File: config.mk
export PLATFORM = sky130hd
export DESIGN_NAME = fisheye_row_remap_address_unit
export DESIGN_NICKNAME = d
export VERILOG_FILES = /design/src/frra_pkg.sv /design/src/frra_weight.sv /design/src/frra_divide.sv /design/src/frra_remap.sv /design/src/fisheye_row_remap_address_unit.sv
export SDC_FILE = /design/constraint.sdc
export NUM_CORES = 2
export LEC_CHECK = 0
export ABC_AREA = 1
export BUFFER_PORTS_ARGS = -buffer_cell sky130_fd_sc_hd__buf_2
export CELL_PAD_IN_SITES_DETAIL_PLACEMENT = 0
export CELL_PAD_IN_SITES_GLOBAL_PLACEMENT = 1
export CORE_MARGIN = 5
export CORE_UTILIZATION = 35
export CTS_BUF_LIST = sky130_fd_sc_hd__clkbuf_8
export DETAILED_ROUTE_END_ITERATION = 8
export GPL_TIMING_DRIVEN = 0
export PLACE_DENSITY = 0.6
export SYNTH_ARGS = -nofsm -noshare
export SYNTH_HDL_FRONTEND = slang
export SYNTH_SLANG_ARGS = --single-unit
File: constraint.sdc
create_clock -name clk -period 9.7 [get_ports clk]
set_input_delay 1.94 -clock clk [delete_from_list [all_inputs] [get_ports clk]]
set_output_delay 1.94 -clock clk [all_outputs]
set_load 0.01 [all_outputs]
File: src/frra_pkg.sv
package frra_pkg;

    localparam int ROW_W   = 12;
    localparam int COL_W   = 9;
    localparam int ADDR_W  = 21;
    localparam int DIFF_W  = COL_W + 1;
    localparam int WGT_W   = 2 * COL_W;
    localparam int HMR_W   = ROW_W + 1;
    localparam int PROD_W  = 32;
    localparam int MAG_W   = PROD_W - 1;
    localparam int QUOT_W  = 11;
    localparam int SROW_W  = ROW_W + 2;

    localparam int unsigned SKEW_DIVISOR = 637729;
    localparam int          RECIP_SHIFT  = 40;
    localparam int          RECIP_W      = 21;
    localparam logic [RECIP_W-1:0] SKEW_RECIP =
        RECIP_W'((64'd1 << RECIP_SHIFT) / SKEW_DIVISOR);
    localparam int SCALED_W = MAG_W + RECIP_W;

    localparam logic [1:0] REG_IMAGE_HEIGHT = 2'd0;
    localparam logic [1:0] REG_ROW_BYTES    = 2'd1;
    localparam logic [1:0] REG_CENTER_BYTE  = 2'd2;

    localparam logic [ROW_W-1:0] IMAGE_HEIGHT_RST = ROW_W'(1944);
    localparam logic [COL_W-1:0] ROW_BYTES_RST    = COL_W'(324);
    localparam logic [COL_W-1:0] CENTER_BYTE_RST  = COL_W'(162);

    typedef struct packed {
        logic [ROW_W-1:0] image_height;
        logic [COL_W-1:0] row_bytes;
        logic [COL_W-1:0] center_byte;
    } cfg_t;

    typedef struct packed {
        logic [ROW_W-1:0] row;
        logic [COL_W-1:0] col;
    } coord_t;

    typedef struct packed {
        logic signed [PROD_W-1:0] prod;
        logic [ROW_W-1:0]         row;
        logic [COL_W-1:0]         col;
        logic [ADDR_W-1:0]        dest;
    } prod_t;

    typedef struct packed {
        logic              neg;
        logic [QUOT_W-1:0] quot;
        logic [ROW_W-1:0]  row;
        logic [COL_W-1:0]  col;
        logic [ADDR_W-1:0] dest;
    } quot_t;

endpackage

File: src/frra_weight.sv
module frra_weight
    import frra_pkg::*;
(
    input  logic   clk,
    input  logic   rst_n,
    input  cfg_t   cfg,
    input  logic   in_valid,
    output logic   in_ready,
    input  coord_t in_item,
    output logic   out_valid,
    input  logic   out_ready,
    output prod_t  out_item
);

    logic                     s1_valid_reg;
    logic [WGT_W-1:0]         s1_weight_reg;
    logic [WGT_W-1:0]         s1_weight_next;
    logic signed [HMR_W-1:0]  s1_hmr_reg;
    logic signed [HMR_W-1:0]  s1_hmr_next;
    logic [ROW_W-1:0]         s1_row_reg;
    logic [COL_W-1:0]         s1_col_reg;
    logic [ADDR_W-1:0]        s1_dest_reg;
    logic [ADDR_W-1:0]        s1_dest_next;
    logic                     s2_valid_reg;
    prod_t                    s2_item_reg;
    prod_t                    s2_item_next;
    logic signed [DIFF_W-1:0] diff;
    logic signed [2*DIFF_W-1:0] square;
    logic                     en1;
    logic                     en2;

    assign en2      = !s2_valid_reg || out_ready;
    assign en1      = !s1_valid_reg || en2;
    assign in_ready = en1;

    always_comb
    begin
        diff           = $signed({1'b0, in_item.col}) - $signed({1'b0, cfg.center_byte});
        square         = diff * diff;
        s1_weight_next = WGT_W'(square);
        s1_hmr_next    = $signed({2'b00, cfg.image_height[ROW_W-1:1]})
                       - $signed({1'b0, in_item.row});
        s1_dest_next   = ADDR_W'(in_item.row) * ADDR_W'(cfg.row_bytes)
                       + ADDR_W'(in_item.col);
    end

    always_comb
    begin
        s2_item_next.prod = PROD_W'($signed({1'b0, s1_weight_reg})) * PROD_W'(s1_hmr_reg);
        s2_item_next.row  = s1_row_reg;
        s2_item_next.col  = s1_col_reg;
        s2_item_next.dest = s1_dest_reg;
    end

    always_ff @(posedge clk or negedge rst_n)
    begin
        if (!rst_n)
        begin
            s1_valid_reg <= 1'b0;
            s2_valid_reg <= 1'b0;
        end
        else
        begin
            if (en1)
            begin
                s1_valid_reg <= in_valid;
            end
            if (en2)
            begin
                s2_valid_reg <= s1_valid_reg;
            end
        end
    end

    always_ff @(posedge clk)
    begin
        if (en1 && in_valid)
        begin
            s1_weight_reg <= s1_weight_next;
            s1_hmr_reg    <= s1_hmr_next;
            s1_row_reg    <= in_item.row;
            s1_col_reg    <= in_item.col;
            s1_dest_reg   <= s1_dest_next;
        end
        if (en2 && s1_valid_reg)
        begin
            s2_item_reg <= s2_item_next;
        end
    end

    assign out_valid = s2_valid_reg;
    assign out_item  = s2_item_reg;

endmodule

File: src/frra_divide.sv
module frra_divide
    import frra_pkg::*;
(
    input  logic  clk,
    input  logic  rst_n,
    input  logic  in_valid,
    output logic  in_ready,
    input  prod_t in_item,
    output logic  out_valid,
    input  logic  out_ready,
    output quot_t out_item
);

    logic                s3_valid_reg;
    logic                s3_neg_reg;
    logic [MAG_W-1:0]    s3_mag_reg;
    logic [MAG_W-1:0]    s3_mag_next;
    logic [QUOT_W-1:0]   s3_est_reg;
    logic [QUOT_W-1:0]   s3_est_next;
    logic [ROW_W-1:0]    s3_row_reg;
    logic [COL_W-1:0]    s3_col_reg;
    logic [ADDR_W-1:0]   s3_dest_reg;
    logic                s4_valid_reg;
    quot_t               s4_item_reg;
    quot_t               s4_item_next;
    logic [SCALED_W-1:0] scaled;
    logic [MAG_W-1:0]    est_times_div;
    logic [MAG_W-1:0]    remainder;
    logic                en3;
    logic                en4;

    assign en4      = !s4_valid_reg || out_ready;
    assign en3      = !s3_valid_reg || en4;
    assign in_ready = en3;

    // The reciprocal estimate is at most one below the true quotient.
    always_comb
    begin
        s3_mag_next = in_item.prod[PROD_W-1] ? MAG_W'(-in_item.prod) : MAG_W'(in_item.prod);
        scaled      = SCALED_W'(s3_mag_next) * SCALED_W'(SKEW_RECIP);
        s3_est_next = scaled[RECIP_SHIFT +: QUOT_W];
    end

    always_comb
    begin
        est_times_div     = MAG_W'(s3_est_reg) * MAG_W'(SKEW_DIVISOR);
        remainder         = s3_mag_reg - est_times_div;
        s4_item_next.neg  = s3_neg_reg;
        s4_item_next.quot = (remainder >= MAG_W'(SKEW_DIVISOR))
                          ? QUOT_W'(s3_est_reg + 1'b1) : s3_est_reg;
        s4_item_next.row  = s3_row_reg;
        s4_item_next.col  = s3_col_reg;
        s4_item_next.dest = s3_dest_reg;
    end

    always_ff @(posedge clk or negedge rst_n)
    begin
        if (!rst_n)
        begin
            s3_valid_reg <= 1'b0;
            s4_valid_reg <= 1'b0;
        end
        else
        begin
            if (en3)
            begin
                s3_valid_reg <= in_valid;
            end
            if (en4)
            begin
                s4_valid_reg <= s3_valid_reg;
            end
        end
    end

    always_ff @(posedge clk)
    begin
        if (en3 && in_valid)
        begin
            s3_neg_reg  <= in_item.prod[PROD_W-1];
            s3_mag_reg  <= s3_mag_next;
            s3_est_reg  <= s3_est_next;
            s3_row_reg  <= in_item.row;
            s3_col_reg  <= in_item.col;
            s3_dest_reg <= in_item.dest;
        end
        if (en4 && s3_valid_reg)
        begin
            s4_item_reg <= s4_item_next;
        end
    end

    assign out_valid = s4_valid_reg;
    assign out_item  = s4_item_reg;

endmodule

File: src/frra_remap.sv
module frra_remap
    import frra_pkg::*;
(
    input  logic              clk,
    input  logic              rst_n,
    input  cfg_t              cfg,
    input  logic              in_valid,
    output logic              in_ready,
    input  quot_t             in_item,
    output logic              out_valid,
    input  logic              out_ready,
    output logic [ROW_W-1:0]  source_row,
    output logic [ADDR_W-1:0] source_address,
    output logic [ADDR_W-1:0] dest_address,
    output logic              was_clamped
);

    logic                     s5_valid_reg;
    logic [ROW_W-1:0]         s5_src_reg;
    logic [ROW_W-1:0]         s5_src_next;
    logic                     s5_clamped_reg;
    logic                     s5_clamped_next;
    logic [COL_W-1:0]         s5_col_reg;
    logic [ADDR_W-1:0]        s5_dest_reg;
    logic                     s6_valid_reg;
    logic [ROW_W-1:0]         s6_src_reg;
    logic [ADDR_W-1:0]        s6_src_addr_reg;
    logic [ADDR_W-1:0]        s6_src_addr_next;
    logic [ADDR_W-1:0]        s6_dest_reg;
    logic                     s6_clamped_reg;
    logic signed [SROW_W-1:0] delta;
    logic signed [SROW_W-1:0] raw_row;
    logic [ROW_W-1:0]         upper_row;
    logic                     en5;
    logic                     en6;

    assign en6      = !s6_valid_reg || out_ready;
    assign en5      = !s5_valid_reg || en6;
    assign in_ready = en5;

    always_comb
    begin
        delta     = in_item.neg ? -$signed({3'b000, in_item.quot})
                                : $signed({3'b000, in_item.quot});
        raw_row   = $signed({2'b00, in_item.row}) + delta;
        upper_row = (cfg.image_height == '0) ? '0 : cfg.image_height - 1'b1;
        if (raw_row[SROW_W-1])
        begin
            s5_src_next     = '0;
            s5_clamped_next = 1'b1;
        end
        else if (raw_row[SROW_W-2:0] >= {1'b0, cfg.image_height})
        begin
            s5_src_next     = upper_row;
            s5_clamped_next = 1'b1;
        end
        else
        begin
            s5_src_next     = raw_row[ROW_W-1:0];
            s5_clamped_next = 1'b0;
        end
    end

    assign s6_src_addr_next = ADDR_W'(s5_src_reg) * ADDR_W'(cfg.row_bytes)
                            + ADDR_W'(s5_col_reg);

    always_ff @(posedge clk or negedge rst_n)
    begin
        if (!rst_n)
        begin
            s5_valid_reg <= 1'b0;
            s6_valid_reg <= 1'b0;
        end
        else
        begin
            if (en5)
            begin
                s5_valid_reg <= in_valid;
            end
            if (en6)
            begin
                s6_valid_reg <= s5_valid_reg;
            end
        end
    end

    always_ff @(posedge clk)
    begin
        if (en5 && in_valid)
        begin
            s5_src_reg     <= s5_src_next;
            s5_clamped_reg <= s5_clamped_next;
            s5_col_reg     <= in_item.col;
            s5_dest_reg    <= in_item.dest;
        end
        if (en6 && s5_valid_reg)
        begin
            s6_src_reg      <= s5_src_reg;
            s6_src_addr_reg <= s6_src_addr_next;
            s6_dest_reg     <= s5_dest_reg;
            s6_clamped_reg  <= s5_clamped_reg;
        end
    end

    assign out_valid      = s6_valid_reg;
    assign source_row     = s6_src_reg;
    assign source_address = s6_src_addr_reg;
    assign dest_address   = s6_dest_reg;
    assign was_clamped    = s6_clamped_reg;

endmodule

File: src/fisheye_row_remap_address_unit.sv
// Six register stages, s1 to s6: a beat accepted into s1 passes through stages s2 to s5
// in order and is then held in s6, the output register, until out_ready takes it.
// Throughput is one beat per cycle; each stage moves on when its successor has room.
// The weight multiply, reciprocal divide and remap clamp submodules make up that depth.
// Reset clears all valid bits and loads the configuration registers with
// image_height 1944, row_bytes 324 and center_byte 162.
module fisheye_row_remap_address_unit
    import frra_pkg::*;
(
    input  logic              clk,
    input  logic              rst_n,
    input  logic              cfg_write_en,
    input  logic [1:0]        cfg_index,
    input  logic [ROW_W-1:0]  cfg_data,
    input  logic              in_valid,
    output logic              in_ready,
    input  logic [ROW_W-1:0]  out_row,
    input  logic [COL_W-1:0]  out_col_byte,
    output logic              out_valid,
    input  logic              out_ready,
    output logic [ROW_W-1:0]  source_row,
    output logic [ADDR_W-1:0] source_address,
    output logic [ADDR_W-1:0] dest_address,
    output logic              was_clamped
);

    cfg_t   cfg_reg;
    cfg_t   cfg_next;
    coord_t in_item;
    logic   wgt_valid;
    logic   wgt_ready;
    prod_t  wgt_item;
    logic   div_valid;
    logic   div_ready;
    quot_t  div_item;

    always_comb
    begin
        cfg_next = cfg_reg;
        if (cfg_write_en)
        begin
            case (cfg_index)
                REG_IMAGE_HEIGHT: cfg_next.image_height = cfg_data;
                REG_ROW_BYTES:    cfg_next.row_bytes    = cfg_data[COL_W-1:0];
                REG_CENTER_BYTE:  cfg_next.center_byte  = cfg_data[COL_W-1:0];
                default:          cfg_next = cfg_reg;
            endcase
        end
    end

    always_ff @(posedge clk or negedge rst_n)
    begin
        if (!rst_n)
        begin
            cfg_reg.image_height <= IMAGE_HEIGHT_RST;
            cfg_reg.row_bytes    <= ROW_BYTES_RST;
            cfg_reg.center_byte  <= CENTER_BYTE_RST;
        end
        else
        begin
            cfg_reg <= cfg_next;
        end
    end

    assign in_item.row = out_row;
    assign in_item.col = out_col_byte;

    frra_weight u_weight
    (
        .clk       (clk),
        .rst_n     (rst_n),
        .cfg       (cfg_reg),
        .in_valid  (in_valid),
        .in_ready  (in_ready),
        .in_item   (in_item),
        .out_valid (wgt_valid),
        .out_ready (wgt_ready),
        .out_item  (wgt_item)
    );

    frra_divide u_divide
    (
        .clk       (clk),
        .rst_n     (rst_n),
        .in_valid  (wgt_valid),
        .in_ready  (wgt_ready),
        .in_item   (wgt_item),
        .out_valid (div_valid),
        .out_ready (div_ready),
        .out_item  (div_item)
    );

    frra_remap u_remap
    (
        .clk            (clk),
        .rst_n          (rst_n),
        .cfg            (cfg_reg),
        .in_valid       (div_valid),
        .in_ready       (div_ready),
        .in_item        (div_item),
        .out_valid      (out_valid),
        .out_ready      (out_ready),
        .source_row     (source_row),
        .source_address (source_address),
        .dest_address   (dest_address),
        .was_clamped    (was_clamped)
    );

endmodule
== Yosys cells after proc, flatten, opt, wreduce, memory -nomap -nowiden ==
Cells that the tools add are included.
Widths: inputs -> output; s select.

* Register bits: 420
* Bits of input ports: 40
* Output and inout bits: 57
* Logic and storage cells: 86

* $add $sub $neg: 10
* Multiply operators: 6
* Order comparisons: 2
* Equality and inequality tests: 2
* Mux-type cells: 6
* Reductions and logical operators: 23

{| class="wikitable"
|+ Operators with widths
! kind !! number
|-
| $mul 31x18->48 const B || 1
|-
| $add 21x9->21 || 2
|-
| $mul 12x9->21 || 2
|-
| $mul 19x13->32 || 1
|-
| $ge 31x20->1 const B || 1
|-
| $mul 11x20->31 const B || 1
|-
| $mux 31 || 1
|-
| $neg 31->31 || 1
|-
| $sub 31x31->31 || 1
|-
| $mux 12 || 2
|-
| $mul 10x10->18 || 1
|-
| $add 13x14->14 || 1
|-
| $mux 14 || 1
|-
| $neg 11->14 || 1
|-
| $ge 13x12->1 || 1
|-
| $sub 11x12->13 || 1
|-
| $logic_not 12->1 || 1
|-
| $sub 12x1->12 const B || 1
|-
| $add 11x1->11 const B || 1
|-
| $mux 11 || 1
|-
| $sub 9x9->10 || 1
|-
| $logic_and 1x1->1 || 6
|-
| $logic_not 1->1 || 6
|-
| $logic_or 1x1->1 || 6
|-
| other kinds (5) || 7
|}

== Longest topological paths before layout ==
* Word-level depth: 8
* Depth in mapped cells: 37

== Modules after synthesis ==
From an unflattened synthesis, not the netlist that was laid out.

* Cell total of the unflattened synthesis: 5890
* Area, all modules: 52068.7 um^2

{| class="wikitable"
|+ Modules (own cells, without submodules)
! module !! instances !! cells each !! area each (um^2) !! seq. area each (um^2)
|-
| frra_divide || 1 || 2493 || 21341.7 || 4224.1
|-
| frra_weight || 1 || 2311 || 20698.6 || 4434.3
|-
| frra_remap || 1 || 952 || 8735.9 || 2992.9
|-
| fisheye_row_remap_address_unit || 1 || 134 || 1292.5 || 765.7
|}

== Worst setup path after synthesis ==
OpenSTA, ideal clock, no wires.

* Path kind: in2reg
* From: input out_col_byte[0]
* To: register u_weight.s1_weight_reg[14] (data pin)
* Setup time: 260 ps
* Arrival time: 7537 ps
* Data required time: 9440 ps
* Setup slack: 1903 ps
* Stages on the path: 31
* Path buffers: 0
* Path through: inv_1 > ha_1 > inv_1 > fa_1 > nand3_1 > nand2_1 > nand2_1 > nand2_1 > a21oi_1 > or2_2 > nand2_1 > a21oi_1 > or2_2 > nand2_1 > nor2_1 > inv_1 > fa_1 > fa_1 > fa_1 > inv_1 > fa_1 > fa_1 > ha_1 > nand2_1 > nor3_1 > nor2_1 > o21ai_0 > a21oi_1 > nor2_1 > nor2_1 > xor2_1

* Longest elaborated chain between the ends: 2

{| class="wikitable"
|+ RTL lines
! what !! RTL line !! text
|-
| start: declaration || fisheye_row_remap_address_unit.sv:18 || <nowiki>input logic [COL_W-1:0] out_col_byte,</nowiki>
|-
| $sub 9x9->10 || frra_weight.sv:38 || <nowiki>diff = $signed({1'b0, in_item.col}) - $signed({1'b0, cfg.center_byte});</nowiki>
|-
| $mul 10x10->18 || frra_weight.sv:39 || <nowiki>square = diff * diff;</nowiki>
|-
| named net u_weight.square[14] || frra_weight.sv:28 || <nowiki>logic signed [2*DIFF_W-1:0] square;</nowiki>
|-
| end signal: assignment || frra_weight.sv:79 || <nowiki>s1_weight_reg <= s1_weight_next;</nowiki>
|-
| end: declaration || frra_weight.sv:16 || <nowiki>logic [WGT_W-1:0] s1_weight_reg;</nowiki>
|}

The timed path passes the listed nets, and every way through them passes these cells.
A chain may end at the register's enable or synchronous reset.

== Worst setup path in the final report ==
* From: register u_weight.s2_item_reg (netlist bit u_weight.out_item[42])
* To: register u_divide.s3_est_reg[9] (data pin)

* Longest elaborated chain between the ends: 3

{| class="wikitable"
|+ RTL lines
! what !! RTL line !! text
|-
| start: declaration || frra_weight.sv:25 || <nowiki>prod_t s2_item_reg;</nowiki>
|-
| start signal: assignment || frra_weight.sv:87 || <nowiki>s2_item_reg <= s2_item_next;</nowiki>
|-
| $neg 31->31 || frra_divide.sv:39 || <nowiki>s3_mag_next = in_item.prod[PROD_W-1] ? MAG_W'(-in_item.prod) : MAG_W'(in_item.prod);</nowiki>
|-
| $mux 31 || frra_divide.sv:39 ||
|-
| named net u_divide.s3_mag_next[30] || frra_divide.sv:17 || <nowiki>logic [MAG_W-1:0] s3_mag_next;</nowiki>
|-
| $mul 31x18->48 || frra_divide.sv:40 || <nowiki>scaled = SCALED_W'(s3_mag_next) * SCALED_W'(SKEW_RECIP);</nowiki>
|-
| named net u_divide.scaled[49] || frra_divide.sv:26 || <nowiki>logic [SCALED_W-1:0] scaled;</nowiki>
|-
| end signal: assignment || frra_divide.sv:82 || <nowiki>s3_est_reg <= s3_est_next;</nowiki>
|-
| end: declaration || frra_divide.sv:18 || <nowiki>logic [QUOT_W-1:0] s3_est_reg;</nowiki>
|}

The timed path passes the listed nets, and every way through them passes these cells.

==> results.sh <==
export IMPL_cp_slowest_stage_delay_ns=0.77
export IMPL_postSynthCellCount=5523
export IMPL_ys_ff_latch=419
export IMPL_cpMaxStageDelayCell="edfxtp_1"
export IMPL_largest_reg_flops=74
export IMPL_grt_usage_pct=18.35
export IMPL_cts_buffers=76
export IMPL_routed_wl_mm=136.5
export IMPL_syn_area_per_cell_um2=9.143
export IMPL_tns_ns=0
export IMPL_syn_area_um2=50490
export IMPL_placed_area_um2=53770
export IMPL_final_hold_violation_count=0
export IMPL_dp_hpwl_mm=115.8
export IMPL_finalSetupViolCount=0
export IMPL_dieArea_um2=152000
export IMPL_synth_edf_count=383
export IMPL_grt_pass1_vias=37507
export IMPL_slew_viol_final=0
export IMPL_cts_tree="done"
export IMPL_ys_warn_count=0
export IMPL_io_buffers=96
export IMPL_grt_overflow=0
export IMPL_drive_gt1_share_pct=5.784
export IMPL_gp_congestion=0.8477
export IMPL_die_w_um=389.8
export IMPL_core_area_um2=143500
export IMPL_ys_seq_area_share_pct=24.59
export IMPL_antenna_found_initial=21
export IMPL_htreeDepth=3
export IMPL_cts_sinks=419
export IMPL_fin_crit_ns=8.878
export IMPL_clock_latency_ns=0.73
export IMPL_worst_slew_pin_slew_ns=1.443
export IMPL_r2r_start="u_weight.out_item[42]"
export IMPL_io_pins=97
export IMPL_timing_rr_end="u_divide.s3_est_reg[9]"
export IMPL_drt_iter0_drc=2155
export IMPL_first_pass_iters=8
export IMPL_cpMostUsedCell="inv_1"
export IMPL_rsz0062_at_grt="false"
export IMPL_skew_ns=0.04074
export IMPL_fp_row_count=139
export IMPL_routed_via_density=4.623
export IMPL_cts_hold_buf=0
export IMPL_status="completed"
export IMPL_fmax_mhz=112.6
export IMPL_final_area_um2=55340
export IMPL_crit_fanout=8
export IMPL_nFillCells=14759
export IMPL_reg2reg_depth=33
export IMPL_die_y_um=389.8
export IMPL_drc=0
export IMPL_final_nets=7053
export IMPL_ant_nets=0
export IMPL_grt_max_degree=41
export IMPL_worstHoldStart="u_divide.s3_row_reg[6]"
export IMPL_num_vias=35540
export IMPL_rrSetupSlack_ns=0.82
export IMPL_cts_resized=0
export IMPL_hold_class="flip-flop to flip-flop"
export IMPL_required_ns=10.18
export IMPL_yosysUniqueCellTypes=55
export IMPL_cp_data_arrival_time_ns=9.36
export IMPL_holdPathStages=0
export IMPL_cts_root_buffer="clkbuf_8"
export IMPL_critPathKind="flip-flop to flip-flop"
export IMPL_synth_ff_type="edfxtp_1"
export IMPL_setup_worst_path_start_class="flip-flop"
export IMPL_area_growth_pct=9.587
export IMPL_async_flop_share_pct=8.592
export IMPL_slew_headroom_pct=3.117
export IMPL_start_util_pct=35.19
export IMPL_hold_path_endpoint="u_divide.out_item[36]"
export IMPL_postCtsSetupBuffers=0
export IMPL_critPathCaptureType="flip-flop"
export IMPL_post_route_period_util_pct=91.52
export IMPL_max_clock_path_buffers=3
export IMPL_grt_pass1_wl_mm=216.6
export IMPL_max_cap_violations=0
export IMPL_wl_per_cell_um=17.75
export IMPL_clk_pin_slew_ns=0.06
## synthesized netlist by cell type (5+ instances only)
cell type,instances,share of area (%)
a21oi_1,177,1.8
nand2_2,19,0.24
nand2_1,1084,8.1
o211ai_1,5,0.074
edfxtp_1,383,23
o21bai_1,27,0.40
inv_1,1409,10
nand3_1,116,1.1
ha_1,635,16
or2_2,21,0.26
buf_1,5,0.037
a31oi_1,24,0.30
dfstp_2,12,0.62
buf_2,6,0.059
o31ai_1,8,0.12
and2_1,11,0.14
nand3b_1,10,0.15
o21ai_2,5,0.087
xnor2_1,61,1.1
nor2_2,11,0.14
nor4_1,15,0.19
o21a_1,7,0.10
nand3_2,7,0.14
clkbuf_1,98,0.73
nor3_1,30,0.30
o21ai_0,127,1.3
nor2_1,255,1.9
fa_1,662,26
a21o_1,28,0.42
o221ai_1,5,0.087
nand4_1,31,0.38
o21ai_1,5,0.050
dfrtp_1,24,1.2
inv_2,7,0.052
xor2_1,151,2.6
## placed cells by master, fill, tap and decap left out, types with 81 or more instances in the layout
| cell type | count |
|---|---|
| a21oi_1 | 177 |
| buf_2 | 102 |
| clkbuf_1 | 98 |
| clkbuf_8 | 81 |
| edfxtp_1 | 383 |
| fa_1 | 662 |
| ha_1 | 635 |
| inv_1 | 1428 |
| nand2_1 | 1084 |
| nand3_1 | 116 |
| nor2_1 | 252 |
| o21ai_0 | 126 |
| xor2_1 | 141 |
## worst max path at each step
stage                                from                    endpoint  slack [ns]  cells after the start
global route        u_weight.out_item[42]      u_divide.s3_est_reg[9]        0.24                     33
floorplan                 out_col_byte[0]  u_weight.s1_weight_reg[14]        1.90                     31
finish              u_weight.out_item[42]      u_divide.s3_est_reg[9]        0.82                     33
detailed placement  u_weight.out_item[42]      u_divide.s3_est_reg[9]        0.72                     33
CTS                 u_weight.out_item[42]      u_divide.s3_est_reg[9]        0.68                     33
global placement    u_weight.out_item[42]      u_divide.s3_est_reg[9]        0.31                     34
## critical path: cells and delay by family (launching register included)
family                   cells  cell delay (ns)
adder cells (fa/ha/maj)      8             3.29
AND/OR/NAND/NOR             16             2.68
buffers and inverters        6             0.98
flip-flops                   1             0.77
XOR/XNOR                     1             0.63
AO/OA/AOI/OAI                2             0.29
## kinds of logic after synthesis
group	Yosys count	share of synthesized area, %
adder cells (fa/ha/maj)	1297	41.98
buffers and inverters	1528	11.40
AND/OR/NAND/NOR	1628	13.34
AO/OA/AOI/OAI	436	4.936
flip-flops	419	24.59
XOR/XNOR	213	3.732
other	2	0.01487
## layout make-up
type / instances / area (um^2) / area share [%]
multi-input combinational: 3578 / 32430 / 58.60
sequential: 419 / 12420 / 22.44
inverter: 1417 / 5321 / 9.617
tap: 1903 / 2381 / 4.303
clock buffer: 81 / 1115 / 2.015
timing repair buffer: 113 / 780.7 / 1.411
buffer: 111 / 439.2 / 0.7937
clock inverter: 56 / 430.4 / 0.7778
antenna: 9 / 22.52 / 0.04070
## routing by layer
metal | track usage (%) | share of wire [%]
met4 | 3.705 | 1.9
met2 | 28.97 | 44
met1 | 26.90 | 49
met3 | 2.744 | 4.5
met5 | 0 | 0.045
## metrics by stage
stage / instances / hold WS, ns / worst slack [ns] / utilization [%]
floorplan: 5525 / 0.4003 / 1.903 / -
global placement: 7524 / 0.4009 / 0.3079 / 37.19
detailed placement: 7541 / 0.4045 / 0.7170 / 37.47
CTS: 7678 / 0.3890 / 0.6770 / 38.55
global route: 7681 / 0.4014 / 0.2415 / 38.56
finish: 7687 / 0.3956 / 0.8223 / 38.57
Power is not shown: default switching activity piles up to over one toggle a cycle in this logic, so the estimate is an artifact.
